<file path="src/hw/rtl/assert_macros.svh">
// ----------------------------------------------------------------------------
// assert_macros
// assertion helpers included by the encoder top level
// ----------------------------------------------------------------------------
// every check samples on the rising edge of clk and is off while rst is high
`ifndef ASSERT_MACROS_SVH
`define ASSERT_MACROS_SVH

// same-cycle implication
`define ASSERT_IMPLIES(label, ante, cons) \
  label: assert property (@(posedge clk) disable iff (rst) (ante) |-> (cons)) \
    else $error("implication check failed");

// next-cycle implication
`define ASSERT_NEXT(label, ante, cons) \
  label: assert property (@(posedge clk) disable iff (rst) (ante) |=> (cons)) \
    else $error("next-cycle check failed");

`endif

</file>
<file path="src/hw/rtl/dpwe_pkg.sv">
// ----------------------------------------------------------------------------
// dpwe_pkg
// shared constants and types of the dosage probability word encoder
// ----------------------------------------------------------------------------
package dpwe_pkg;

  localparam int MAX_SUBJECTS = 65536;
  localparam int SC_W         = $clog2(MAX_SUBJECTS + 1);
  localparam int EC_MAX       = 3 * MAX_SUBJECTS;
  localparam int EC_W         = $clog2(EC_MAX + 1);

  localparam int BYTES_W  = 20;
  localparam logic [BYTES_W-1:0] BYTES_MAX = 20'hFFFFF;
  localparam int BW_WIDE  = (EC_W + 2 > BYTES_W) ? EC_W + 2 : BYTES_W;

  localparam int RAW_W    = 32;
  localparam int WORD_W   = 16;
  localparam int WORDS_PER_ITEM = 4;
  localparam int IDX_W    = $clog2(WORDS_PER_ITEM);
  localparam int EXTRA_W  = 2;

  localparam logic [WORD_W-1:0] WORD_MISSING = 16'hFFFF;
  localparam logic [WORD_W-1:0] WORD_FLAG    = 16'h8000;

  // quantizer: floor((raw * 10000 + 2^29) / 2^30)
  localparam int QPROD_W = 46;
  localparam logic [QPROD_W-1:0] SCALE    = 46'd10000;
  localparam logic [QPROD_W-1:0] HALF_Q30 = 46'd1 << 29;

  // consistency checks run on 34-bit sums of raw q2.30 values
  localparam int ERR_W = 34;
  localparam logic [ERR_W-1:0] TOL_RAW = 34'd1073;
  localparam logic [ERR_W-1:0] ONE_Q30 = 34'd1 << 30;
  localparam logic [ERR_W-1:0] SUM_LO  = ONE_Q30 - TOL_RAW;
  localparam logic [ERR_W-1:0] SUM_HI  = ONE_Q30 + TOL_RAW;

  localparam int QUEUE_DEPTH = 4;
  localparam int QPTR_W      = $clog2(QUEUE_DEPTH);

  typedef struct packed {
    logic [WORDS_PER_ITEM-1:0][WORD_W-1:0] words;
    logic [IDX_W-1:0]                      last_idx;
    logic [BYTES_W-1:0]                    bytes;
  } dpwe_rec_t;

  typedef struct packed {
    logic full;
    logic empty;
  } dpwe_qstat_t;

endpackage

</file>
<file path="src/hw/rtl/dpwe_front.sv">
// ----------------------------------------------------------------------------
// dpwe_front
// takes requests, quantizes and checks them, builds one word record each
// ----------------------------------------------------------------------------
module dpwe_front import dpwe_pkg::*; (
  input  logic              clk,
  input  logic              rst,
  input  logic              item_valid,
  output logic              item_stall,
  input  logic [RAW_W-1:0]  dosage,
  input  logic              dosage_missing,
  input  logic [RAW_W-1:0]  prob_zero,
  input  logic [RAW_W-1:0]  prob_one,
  input  logic [RAW_W-1:0]  prob_two,
  input  logic              prob_zero_missing,
  input  logic              prob_one_missing,
  input  logic              prob_two_missing,
  input  logic              last_subject,
  input  dpwe_qstat_t       qstat,
  output logic              push,
  output dpwe_rec_t         rec
);

  function automatic logic [WORD_W-1:0] quant(input logic [RAW_W-1:0] raw);
    logic [QPROD_W-1:0] prod;
    prod = QPROD_W'(raw) * SCALE + HALF_Q30;
    return prod[QPROD_W-1:30];
  endfunction

  logic              advance;

  // stage 1: registered request
  logic              s1_valid;
  logic [RAW_W-1:0]  s1_dosage;
  logic [RAW_W-1:0]  s1_p0;
  logic [RAW_W-1:0]  s1_p1;
  logic [RAW_W-1:0]  s1_p2;
  logic              s1_dmiss;
  logic              s1_pmiss;
  logic              s1_last;

  // stage 2: quantized values and check flags
  logic              s2_valid;
  logic [WORD_W-1:0] s2_qd;
  logic [WORD_W-1:0] s2_q0;
  logic [WORD_W-1:0] s2_q1;
  logic [WORD_W-1:0] s2_q2;
  logic              s2_sum_ok;
  logic              s2_dos_ok;
  logic              s2_p0_nz;
  logic              s2_p2_nz;
  logic              s2_dmiss;
  logic              s2_pmiss;
  logic              s2_last;

  logic [ERR_W-1:0]  sum3;
  logic [ERR_W-1:0]  dos_x;
  logic [ERR_W-1:0]  dos_d;

  // block counters
  logic [SC_W-1:0]    sc;
  logic [EC_W-1:0]    ec;
  logic [SC_W-1:0]    sc_next;
  logic [EC_W:0]      ec_sum;
  logic [EC_W-1:0]    ec_next;
  logic [BW_WIDE-1:0] bytes_wide;
  logic [EXTRA_W-1:0] extras;

  assign advance    = !s2_valid || !qstat.full;
  assign item_stall = !advance;
  assign push       = s2_valid && !qstat.full;

  assign sum3  = ERR_W'(s1_p0) + ERR_W'(s1_p1) + ERR_W'(s1_p2);
  assign dos_x = ERR_W'(s1_p1) + {1'b0, s1_p2, 1'b0};
  assign dos_d = ERR_W'(s1_dosage);

  always_ff @(posedge clk) begin
    if (rst) begin
      s1_valid <= 1'b0;
      s2_valid <= 1'b0;
    end else if (advance) begin
      s1_valid <= item_valid;
      s2_valid <= s1_valid;
    end
  end

  always_ff @(posedge clk) begin
    if (advance) begin
      s1_dosage <= dosage;
      s1_p0     <= prob_zero;
      s1_p1     <= prob_one;
      s1_p2     <= prob_two;
      s1_dmiss  <= dosage_missing;
      s1_pmiss  <= prob_zero_missing | prob_one_missing | prob_two_missing;
      s1_last   <= last_subject;

      s2_qd     <= quant(s1_dosage);
      s2_q0     <= quant(s1_p0);
      s2_q1     <= quant(s1_p1);
      s2_q2     <= quant(s1_p2);
      s2_sum_ok <= (sum3 >= SUM_LO) && (sum3 <= SUM_HI);
      s2_dos_ok <= (dos_x + TOL_RAW >= dos_d) && (dos_x <= dos_d + TOL_RAW);
      s2_p0_nz  <= (s1_p0 != '0);
      s2_p2_nz  <= (s1_p2 != '0);
      s2_dmiss  <= s1_dmiss;
      s2_pmiss  <= s1_pmiss;
      s2_last   <= s1_last;
    end
  end

  // word record of the subject in stage 2
  always_comb begin
    rec.words    = '0;
    rec.last_idx = '0;
    extras       = '0;
    priority if (s2_dmiss) begin
      rec.words[0] = WORD_MISSING;
    end else if (s2_pmiss) begin
      rec.words[0] = s2_qd | WORD_FLAG;
      rec.words[1] = WORD_MISSING;
      rec.last_idx = IDX_W'(1);
      extras       = EXTRA_W'(1);
    end else if (s2_sum_ok && s2_dos_ok) begin
      if (s2_p0_nz && s2_p2_nz) begin
        rec.words[0] = s2_qd | WORD_FLAG;
        rec.words[1] = s2_q1;
        rec.last_idx = IDX_W'(1);
        extras       = EXTRA_W'(1);
      end else begin
        rec.words[0] = s2_qd;
      end
    end else begin
      rec.words[0] = s2_qd | WORD_FLAG;
      rec.words[1] = s2_q1 | WORD_FLAG;
      rec.words[2] = s2_q0;
      rec.words[3] = s2_q2;
      rec.last_idx = IDX_W'(3);
      extras       = EXTRA_W'(3);
    end

    // saturating block counters, byte count for the last subject
    sc_next    = (sc < SC_W'(MAX_SUBJECTS)) ? sc + SC_W'(1) : sc;
    ec_sum     = (EC_W + 1)'(ec) + (EC_W + 1)'(extras);
    ec_next    = (ec_sum > (EC_W + 1)'(EC_MAX)) ? EC_W'(EC_MAX) : ec_sum[EC_W-1:0];
    bytes_wide = (BW_WIDE'(sc_next) + BW_WIDE'(ec_next)) << 1;
    if (!s2_last) begin
      rec.bytes = '0;
    end else if (bytes_wide > BW_WIDE'(BYTES_MAX)) begin
      rec.bytes = BYTES_MAX;
    end else begin
      rec.bytes = bytes_wide[BYTES_W-1:0];
    end
  end

  always_ff @(posedge clk) begin
    if (rst) begin
      sc <= '0;
      ec <= '0;
    end else if (push) begin
      if (s2_last) begin
        sc <= '0;
        ec <= '0;
      end else begin
        sc <= sc_next;
        ec <= ec_next;
      end
    end
  end

endmodule

</file>
<file path="src/hw/rtl/dpwe_queue.sv">
// ----------------------------------------------------------------------------
// dpwe_queue
// short record queue between the front and the back
// ----------------------------------------------------------------------------
module dpwe_queue import dpwe_pkg::*; (
  input  logic        clk,
  input  logic        rst,
  input  logic        push,
  input  dpwe_rec_t   wr_rec,
  input  logic        pop,
  output dpwe_rec_t   head,
  output dpwe_qstat_t qstat
);

  dpwe_rec_t         entries [QUEUE_DEPTH];
  logic [QPTR_W-1:0] wr_ptr;
  logic [QPTR_W-1:0] rd_ptr;
  logic [QPTR_W:0]   count;

  assign head        = entries[rd_ptr];
  assign qstat.full  = (count == (QPTR_W + 1)'(QUEUE_DEPTH));
  assign qstat.empty = (count == '0);

  always_ff @(posedge clk) begin
    if (push) begin
      entries[wr_ptr] <= wr_rec;
    end
  end

  always_ff @(posedge clk) begin
    if (rst) begin
      wr_ptr <= '0;
      rd_ptr <= '0;
      count  <= '0;
    end else begin
      if (push) begin
        wr_ptr <= wr_ptr + QPTR_W'(1);
      end
      if (pop) begin
        rd_ptr <= rd_ptr + QPTR_W'(1);
      end
      unique case ({push, pop})
        2'b10:   count <= count + (QPTR_W + 1)'(1);
        2'b01:   count <= count - (QPTR_W + 1)'(1);
        default: count <= count;
      endcase
    end
  end

endmodule

</file>
<file path="src/hw/rtl/dpwe_back.sv">
// ----------------------------------------------------------------------------
// dpwe_back
// walks the head record one word per cycle, while word_stall is low, into the output register
// ----------------------------------------------------------------------------
module dpwe_back import dpwe_pkg::*; (
  input  logic               clk,
  input  logic               rst,
  input  dpwe_rec_t          head,
  input  dpwe_qstat_t        qstat,
  output logic               pop,
  output logic               word_valid,
  input  logic               word_stall,
  output logic [WORD_W-1:0]  word,
  output logic               region,
  output logic               last_of_run,
  output logic [BYTES_W-1:0] block_bytes
);

  logic             load;
  logic             at_last;
  logic [IDX_W-1:0] idx;

  // output register is free when empty or being taken this cycle
  assign load    = !word_valid || !word_stall;
  assign at_last = (idx == head.last_idx);
  assign pop     = load && !qstat.empty && at_last;

  always_ff @(posedge clk) begin
    if (rst) begin
      word_valid <= 1'b0;
      idx        <= '0;
    end else if (load) begin
      word_valid <= !qstat.empty;
      if (!qstat.empty) begin
        idx <= at_last ? '0 : idx + IDX_W'(1);
      end
    end
  end

  always_ff @(posedge clk) begin
    if (load && !qstat.empty) begin
      word        <= head.words[idx];
      region      <= (idx != '0);
      last_of_run <= at_last;
      block_bytes <= at_last ? head.bytes : '0;
    end
  end

endmodule

</file>
<file path="src/hw/rtl/dosage_probability_word_encoder_top.sv">
// ----------------------------------------------------------------------------
// dosage_probability_word_encoder_top
// encodes one subject's dosage and genotype probabilities into 16-bit words
// ----------------------------------------------------------------------------
// channel   handshake               payload
// request   item_valid, item_stall  dosage, prob_*, *_missing, last_subject
// result    word_valid, word_stall  word, region, last_of_run, block_bytes
//
// a subject gives 1, 2 or 4 words; the back emits one word per cycle while
// word_stall is low; the first word passes the two front stages, the record
// queue and the output register
// item_stall rises only when the front's last stage holds a record and the
// four-entry queue is full
// rst clears pipeline valids, queue pointers and the block counters
// ----------------------------------------------------------------------------
module dosage_probability_word_encoder_top import dpwe_pkg::*; (
  input  logic               clk,
  input  logic               rst,
  input  logic               item_valid,
  output logic               item_stall,
  input  logic [RAW_W-1:0]   dosage,
  input  logic               dosage_missing,
  input  logic [RAW_W-1:0]   prob_zero,
  input  logic [RAW_W-1:0]   prob_one,
  input  logic [RAW_W-1:0]   prob_two,
  input  logic               prob_zero_missing,
  input  logic               prob_one_missing,
  input  logic               prob_two_missing,
  input  logic               last_subject,
  output logic               word_valid,
  input  logic               word_stall,
  output logic [WORD_W-1:0]  word,
  output logic               region,
  output logic               last_of_run,
  output logic [BYTES_W-1:0] block_bytes
);

`include "assert_macros.svh"

  dpwe_qstat_t q_stat;
  dpwe_rec_t   wr_rec;
  dpwe_rec_t   head_rec;
  logic        q_push;
  logic        q_pop;

  dpwe_front u_front (
    .clk               (clk),
    .rst               (rst),
    .item_valid        (item_valid),
    .item_stall        (item_stall),
    .dosage            (dosage),
    .dosage_missing    (dosage_missing),
    .prob_zero         (prob_zero),
    .prob_one          (prob_one),
    .prob_two          (prob_two),
    .prob_zero_missing (prob_zero_missing),
    .prob_one_missing  (prob_one_missing),
    .prob_two_missing  (prob_two_missing),
    .last_subject      (last_subject),
    .qstat             (q_stat),
    .push              (q_push),
    .rec               (wr_rec)
  );

  dpwe_queue u_queue (
    .clk    (clk),
    .rst    (rst),
    .push   (q_push),
    .wr_rec (wr_rec),
    .pop    (q_pop),
    .head   (head_rec),
    .qstat  (q_stat)
  );

  dpwe_back u_back (
    .clk         (clk),
    .rst         (rst),
    .head        (head_rec),
    .qstat       (q_stat),
    .pop         (q_pop),
    .word_valid  (word_valid),
    .word_stall  (word_stall),
    .word        (word),
    .region      (region),
    .last_of_run (last_of_run),
    .block_bytes (block_bytes)
  );

  `ASSERT_IMPLIES(a_no_overflow, q_push, !q_stat.full)
  `ASSERT_IMPLIES(a_no_underflow, q_pop, !q_stat.empty)
  `ASSERT_IMPLIES(a_bytes_on_last, word_valid && (block_bytes != '0), last_of_run)
  `ASSERT_NEXT(a_run_continues, word_valid && !word_stall && !last_of_run, word_valid)

endmodule

</file>
<file path="config.mk">
export PLATFORM = sky130hd
export DESIGN_NAME = dosage_probability_word_encoder_top
export DESIGN_NICKNAME = d
export VERILOG_FILES = /design/src/hw/rtl/dpwe_pkg.sv /design/src/hw/rtl/dpwe_front.sv /design/src/hw/rtl/dpwe_queue.sv /design/src/hw/rtl/dpwe_back.sv /design/src/hw/rtl/dosage_probability_word_encoder_top.sv
export VERILOG_INCLUDE_DIRS = /design/src /design/src/hw/rtl
export SDC_FILE = /design/constraint.sdc
export NUM_CORES = 2
export LEC_CHECK = 0
export CAP_MARGIN = 10
export CORE_AREA = 5 5 258 361
export CTS_CLUSTER_DIAMETER = 80
export DETAILED_ROUTE_END_ITERATION = 6
export DIE_AREA = 0 0 263 366
export DONT_BUFFER_PORTS = 1
export MAX_ROUTING_LAYER = met4
export PLACE_DENSITY = 0.87
export SYNTH_ARGS = -nofsm -noshare
export SYNTH_HDL_FRONTEND = slang
export SYNTH_SLANG_ARGS = --single-unit
</file>
<file path="constraint.sdc">
create_clock -name clk -period 7.51 [get_ports clk]
set_input_delay 1.1265 -clock clk [delete_from_list [all_inputs] [get_ports clk]]
set_output_delay 1.1265 -clock clk [all_outputs]
set_load 0.1 [all_outputs]
</file>
## After elaboration in Yosys (flattened, before gate mapping)

Memories as Yosys holds them, arrays and structs flattened. A register that Yosys moved wholly into a read port is not among the register bits.
Cells that the tools add are included.

- Register bits: 287
- Bits in writable memories: 344
- Word-level logic and storage cells: 116
- Memories kept: 1

- Add/subtract/negate cells: 17
- Multipliers: 4
- $lt $le $gt $ge: 8
- Eq/ne operators: 4
- Muxes and demuxes: 27
- Bitwise logic cells: 3
- Reduce and logical (&&, ||, !) cells: 21

Memories:

| memory | depth | bits a word | read ports | clocked after memory_dff | wr ports | RTL line | RTL |
|---|---|---|---|---|---|---|---|
| u_queue.entries | 4 | 86 | 1 | 1 | 1 | dpwe_queue.sv:15 | `dpwe_rec_t entries [QUEUE_DEPTH];` |

Operators with widths:

| kind | count |
|---|---|
| $add A46 B30 Y46 const B | 4 |
| $mul A32 B10 Y42 const B | 4 |
| $mux W34 | 2 |
| $mux W16 | 4 |
| $mux W32 | 2 |
| $reduce_bool A32 Y1 | 2 |
| $mux W48 | 1 |
| $mux W20 | 2 |
| $mux W18 | 2 |
| $add A32 B33 Y34 | 1 |
| $add A34 B11 Y34 const B | 1 |
| $add A34 B32 Y34 | 1 |
| $ge A34 B30 Y1 const B | 1 |
| $ge A34 B32 Y1 | 1 |
| $le A34 B31 Y1 const B | 1 |
| $le A34 B34 Y1 | 1 |
| $mux W17 | 2 |
| $add A32 B11 Y33 const B | 1 |
| $add A32 B32 Y33 | 1 |
| $bmux W16 S2 | 1 |
| $gt A20 B20 Y1 const B | 1 |
| $add A17 B18 Y19 | 1 |
| $add A18 B2 Y19 | 1 |
| $gt A19 B18 Y1 const B | 1 |
| other kinds (21) | 45 |

## Depth between registers and ports, before layout

- Depth in word-level cells: 12
- Depth in mapped cells: 33
- Gate-level depth less buffers: 31

## Hierarchy

A second synthesis with hierarchy kept.

- Cell total of the unflattened synthesis: 4731
- Area total of the unflattened synthesis: 52638.0 um^2

Modules (own cells, without submodules):

| module | times used | cells an instance | area an instance (um^2) |
|---|---|---|---|
| dpwe_front | 1 | 4135 | 37855.1 |
| dpwe_queue | 1 | 497 | 12877.4 |
| dpwe_back | 1 | 99 | 1905.6 |

## Least setup slack after synthesis

OpenSTA, ideal clock, no wires.

- Path kind: register to output
- From: reg u_queue.count[1]
- To: out item_stall
- Data arrival time: 8.159 ns
- Setup slack: -1.776 ns
- Stages on the path, launching flop included: 4
- Path buffers: 0
- Path through: dfxtp_1 nor2_1 nand3_1 inv_1

- Cells in the longest elaborated chain, start to end: 4

RTL lines:

| element | RTL line | RTL |
|---|---|---|
| start: declaration | dpwe_queue.sv:18 | `logic [QPTR_W:0] count;` |
| start signal: assignment | dpwe_queue.sv:43 | `2'b10: count <= count + (QPTR_W + 1)'(1);` |
| start signal: assignment | dpwe_queue.sv:44 | `2'b01: count <= count - (QPTR_W + 1)'(1);` |
| start signal: assignment | dpwe_queue.sv:45 | `default: count <= count;` |
| $eq A3 B3 Y1 | dpwe_queue.sv:21 | `assign qstat.full = (count == (QPTR_W + 1)'(QUEUE_DEPTH));` |
| $logic_not A1 Y1 | dpwe_front.sv:69 | `assign advance = !s2_valid \|\| !qstat.full;` |
| $logic_or A1 B1 Y1 | dpwe_front.sv:69 |  |
| $logic_not A1 Y1 | dpwe_front.sv:70 | `assign item_stall = !advance;` |
| end: declaration | dosage_probability_word_encoder_top.sv:20 | `output logic item_stall,` |

No other way between the ends.

==> results.yml <==
clock_network:
  clk-insertion-delay-late_ns: 0.66
  cts-buffers-inserted: 61
  cts_tree: "built"
  post_cts_hold_buffer_count: 0
  ctsHtreeMaxLevel: 2
  root_buffer: "sky130_fd_sc_hd__clkbuf_16"
  clock_transition_time_at_the_flip_flop_clock_pins_of_the_worst_setup_and_hold_paths_ns: 0.07
  cts.path.max_buffers: 3
  number_of_sinks_on_the_clock_net: 628
synth:
  synth-seq-cells: 628
  synthesis.area_um2: 53200
  ys_dominant_reg_cell: "sky130_fd_sc_hd__edfxtp_1"
  ys_async_sr_fraction: 0
  synth_area_per_cell_um2: 10.8
  synth.lib_cells_used.distinct: 102
  synth_sequential_area_ratio: 0.346
  synth-edff-count: 579
  number_of_cells_produced_by_synthesis: 4909
  yosys_warnings: 0
  mappedNetlistNets: 6100
pwr:
  vdd_drop_max_uv: 266
  cellInternalPower_mw: 10.1
  pwr-share-comb: 0.561
  netSwitchingFraction: 0.436
  seq_power_share: 0.269
  total_power_mw: 17.9
  power_switching_mw: 7.80
  clkPwrFrac: 0.170
  static-leakage-power_nw: 25.6
  powerDensity_nw_per_um2: 315
worst_setup_path:
  reg2reg_depth: 27
  critPathRequiredTime_ns: 7.88
  worstPathBufferInverterCount: 1
  crit-reg2reg-capture: "u_queue.entries[3][15]"
  worst-path-max-fanout: 13
  crit_path_top_delay_cell: "sky130_fd_sc_hd__o41a_2"
  worstSetupEndpointType: "register"
  critical_path.reg2reg.startpoint: "u_front.s2_dos_ok"
  worst-endpoint-arrival_ns: 7.54
  setup.reg_to_reg.worst_slack_ns: 0.34
  critPathLaunchType: "register"
  critical_path_class: "reg -> reg"
  max_stage_delay_ns: 0.52
  critPathTopFamily: "compound AO/OA/AOI/OAI gates"
  cpMostUsedCell: "sky130_fd_sc_hd__o21ai_0"
finish:
  postLayoutCoreUtil: 0.635
  post_route_cells_drive_above_1_share: 0.0645
  post_layout_nonfiller_instances: 6175
  finish.net_count: 6112
  fillers: 6562
  syn2layout_area_growth_pct: 6.69
  final_design_area_no_fill_um2: 56700
global_routing:
  grt_first_pass_wirelength_um: 202000
  first_global_vias: 37700
  globalRoute.totalOverflow: 0
  pin_count_of_the_biggest_net_entering_global_routing: 74
  antenna_found_initial: 14
  grtUsageTotal: 0.270
sta:
  setup_viol: 0
  tightestPinTransition_ns: 1.05
  finalHoldViolCount: 0
  fmax_mhz: 139
  final_clock_period_utilization_by_the_worst_path: 0.955
  min_period_ns: 7.17
  final.setup_skew_ns: 0.0256
  maxSlewViolCount: 0
  timing.max_slew.rel_slack: 0.300
route:
  drc_errors: 0
  detail_route.first_pass.iterations: 6
  routed-via-count: 36500
  route.antenna.remaining_nets: 0
  vias_per_cell: 5.92
  detailedRoute.firstIterationViolations: 2884
  routed_wire_length_per_instance_um: 20.8
  total_wirelength_of_the_detailed_routed_design_um: 128000
floorplanning:
  die_height_um: 366
  die_width_um: 263
  io-pin-count: 177
  placement_rows: 130
  initial_core_util: 0.595
  core-area_um2: 89300
  die_area_um2: 96300
placement:
  port-buffer-count: 0
  place_inst: 6039
  place_hpwl_um: 98300
  place_area_um2: 54600
  gp_congestion: 0.954
min_path:
  timing.hold.worst.class: "reg -> reg"
  worstHoldEndpoint: "u_front.s2_last"
  hold_start: "u_front.s1_last"
  worstHoldPathCells: 0
flow_run:
  timing.max_cap.violations: 0
status:
  status: "complete, no violations"
## power by group through the flow
stage | Sequential [mW] | Combinational [mW] | Clock [mW]
2_1_floorplan | 4.75 | 7.56 | 0
3_3_place_gp | 4.87 | 9.39 | 0
3_5_place_dp | 4.88 | 9.77 | 0
4_1_cts | 4.82 | 9.93 | 3.07
5_1_grt | 4.83 | 11.3 | 3.23
6_report | 4.81 | 10.0 | 3.03
## cells in the mapped netlist, drive strengths merged (19+ instances only)
cell | number | share of area
nor2 | 224 | 0.016
a31oi | 27 | 0.0032
fa | 334 | 0.13
and2 | 62 | 0.0073
buf | 19 | 0.0016
clkbuf | 72 | 0.0051
xor2 | 108 | 0.018
dfxtp | 49 | 0.018
nand2 | 182 | 0.013
mux4 | 101 | 0.043
and3 | 71 | 0.0084
nand3 | 105 | 0.0099
nor3 | 59 | 0.0057
a21o | 103 | 0.015
ha | 720 | 0.17
nor2b | 49 | 0.0058
nand4 | 54 | 0.0064
xnor2 | 190 | 0.031
o21a | 41 | 0.0058
inv | 1029 | 0.073
a211oi | 33 | 0.0048
nand2b | 31 | 0.0036
o21ai | 135 | 0.013
edfxtp | 579 | 0.33
a21oi | 223 | 0.021
or2 | 23 | 0.0027
## how the worst max path moves through the flow
stage,from,end,slack [ns],depth (start not counted)
2_1_floorplan,u_front.s1_dosage[10],u_front.s2_qd[15],0.80,31
3_3_place_gp,u_front.s1_dosage[12],u_front.s2_qd[15],0.43,30
3_5_place_dp,u_front.s1_dosage[12],u_front.s2_qd[15],0.27,30
4_1_cts,u_front.s2_dos_ok,u_queue.entries[0][19],0.12,28
5_1_grt,u_front.s1_dosage[12],u_front.s2_qd[15],-0.007,30
6_report,u_front.s2_dos_ok,u_queue.entries[3][15],0.34,27
## logic make-up after synthesis
family	after synthesis	share of synthesized area
compound gates	749	0.0942
xor+xnor	298	0.0492
fa+ha+maj	1054	0.295
buf+inv	1120	0.0794
flops	628	0.346
mux	109	0.0444
other cells	1	0.0000705
simple gates	950	0.0920
## worst reg2reg max path, cell delays in order (launching register included)
cell and delay (ns):
sky130_fd_sc_hd__edfxtp_1 0.44, sky130_fd_sc_hd__nand2_1 0.11, sky130_fd_sc_hd__a211oi_1 0.31, sky130_fd_sc_hd__nor2_1 0.16, sky130_fd_sc_hd__ha_1 0.26, sky130_fd_sc_hd__fa_1 0.47
sky130_fd_sc_hd__nand3_1 0.16, sky130_fd_sc_hd__buf_4 0.15, sky130_fd_sc_hd__nor2_1 0.06, sky130_fd_sc_hd__xnor2_1 0.19, sky130_fd_sc_hd__nand2_1 0.09, sky130_fd_sc_hd__nor4_1 0.34
sky130_fd_sc_hd__nand4_1 0.14, sky130_fd_sc_hd__o41a_2 0.52, sky130_fd_sc_hd__nor2_1 0.24, sky130_fd_sc_hd__ha_1 0.31, sky130_fd_sc_hd__nor2b_1 0.16, sky130_fd_sc_hd__o21ai_0 0.31
sky130_fd_sc_hd__a21oi_1 0.17, sky130_fd_sc_hd__o21ai_0 0.21, sky130_fd_sc_hd__a21boi_0 0.15, sky130_fd_sc_hd__o21ai_0 0.27, sky130_fd_sc_hd__a21boi_0 0.19, sky130_fd_sc_hd__o21a_1 0.23
sky130_fd_sc_hd__o41ai_2 0.39, sky130_fd_sc_hd__o21ai_0 0.21, sky130_fd_sc_hd__nand2_1 0.17, sky130_fd_sc_hd__nor3b_1 0.49
## per-stage QoR
step | hold slack (ns) | setup WS (ns) | setup TNS (ns)
final | 0.439 | 0.339 | 0
after CTS | 0.446 | 0.123 | 0
after floorplan | 0.400 | 0.796 | 0
after detailed placement | 0.417 | 0.273 | 0
after global routing | 0.446 | -0.00681 | -0.00681
after global placement | 0.420 | 0.432 | 0
## metal layers
metal  global-route usage  vias up  part of all wire
met3               0.0371      483             0.054
met2                0.470     1390              0.51
met5                    -        -                 0
li1                     -    16900                 -
met1                0.296    17800              0.36
met4                0.158        0             0.077
## cells in the final DEF (no fill, tap or decap), types with 54 or more instances in the layout
cell	instances
sky130_fd_sc_hd__nand3_1	104
sky130_fd_sc_hd__clkbuf_16	62
sky130_fd_sc_hd__o21ai_0	117
sky130_fd_sc_hd__mux4_2	101
sky130_fd_sc_hd__and3_1	67
sky130_fd_sc_hd__a21oi_1	219
sky130_fd_sc_hd__xnor2_1	190
sky130_fd_sc_hd__nand4_1	54
sky130_fd_sc_hd__edfxtp_1	579
sky130_fd_sc_hd__ha_1	719
sky130_fd_sc_hd__xor2_1	107
sky130_fd_sc_hd__nand2_1	180
sky130_fd_sc_hd__a21o_1	103
sky130_fd_sc_hd__and2_1	62
sky130_fd_sc_hd__inv_1	1027
sky130_fd_sc_hd__nor3_1	57
sky130_fd_sc_hd__nor2_1	224
sky130_fd_sc_hd__fa_1	334
## layout make-up
| type | instances | area, um2 | area share |
|---|---|---|---|
| Clock buffer | 72 | 1590 | 0.0280 |
| Antenna cell | 13 | 32.5 | 0.000574 |
| Inverter | 1029 | 3870 | 0.0682 |
| Multi-Input combinational cell | 3161 | 30700 | 0.541 |
| Tap cell | 1188 | 1490 | 0.0262 |
| Sequential cell | 628 | 18400 | 0.324 |
| Timing Repair Buffer | 40 | 300 | 0.00529 |
| Clock inverter | 44 | 374 | 0.00660 |
## what timing repair did
action,in CTS,in global routing
endpoints found under the hold margin,0,0
setup endpoints to repair,0,22
buffers inserted,0,6
gates resized for setup,0,15
## sequential cells by signal, indices dropped and copies added (netlist names), 2 cells and up, named ones only
| name | cells |
|---|---|
| u_queue.entries | 340 |
| u_front.s1_dosage | 32 |
| u_front.s1_p0 | 32 |
| u_front.s1_p1 | 32 |
| u_front.s1_p2 | 32 |
| u_back.block_bytes | 19 |
| u_front.ec | 18 |
| u_front.sc | 17 |
| u_back.word | 16 |
| u_front.s2_q0 | 16 |
| u_front.s2_q1 | 16 |
| u_front.s2_q2 | 16 |
| u_front.s2_qd | 16 |
| u_queue.count | 3 |
| u_back.idx | 2 |
| u_queue.rd_ptr | 2 |
| u_queue.wr_ptr | 2 |
Note: power is estimated with default switching activity, not from simulation.
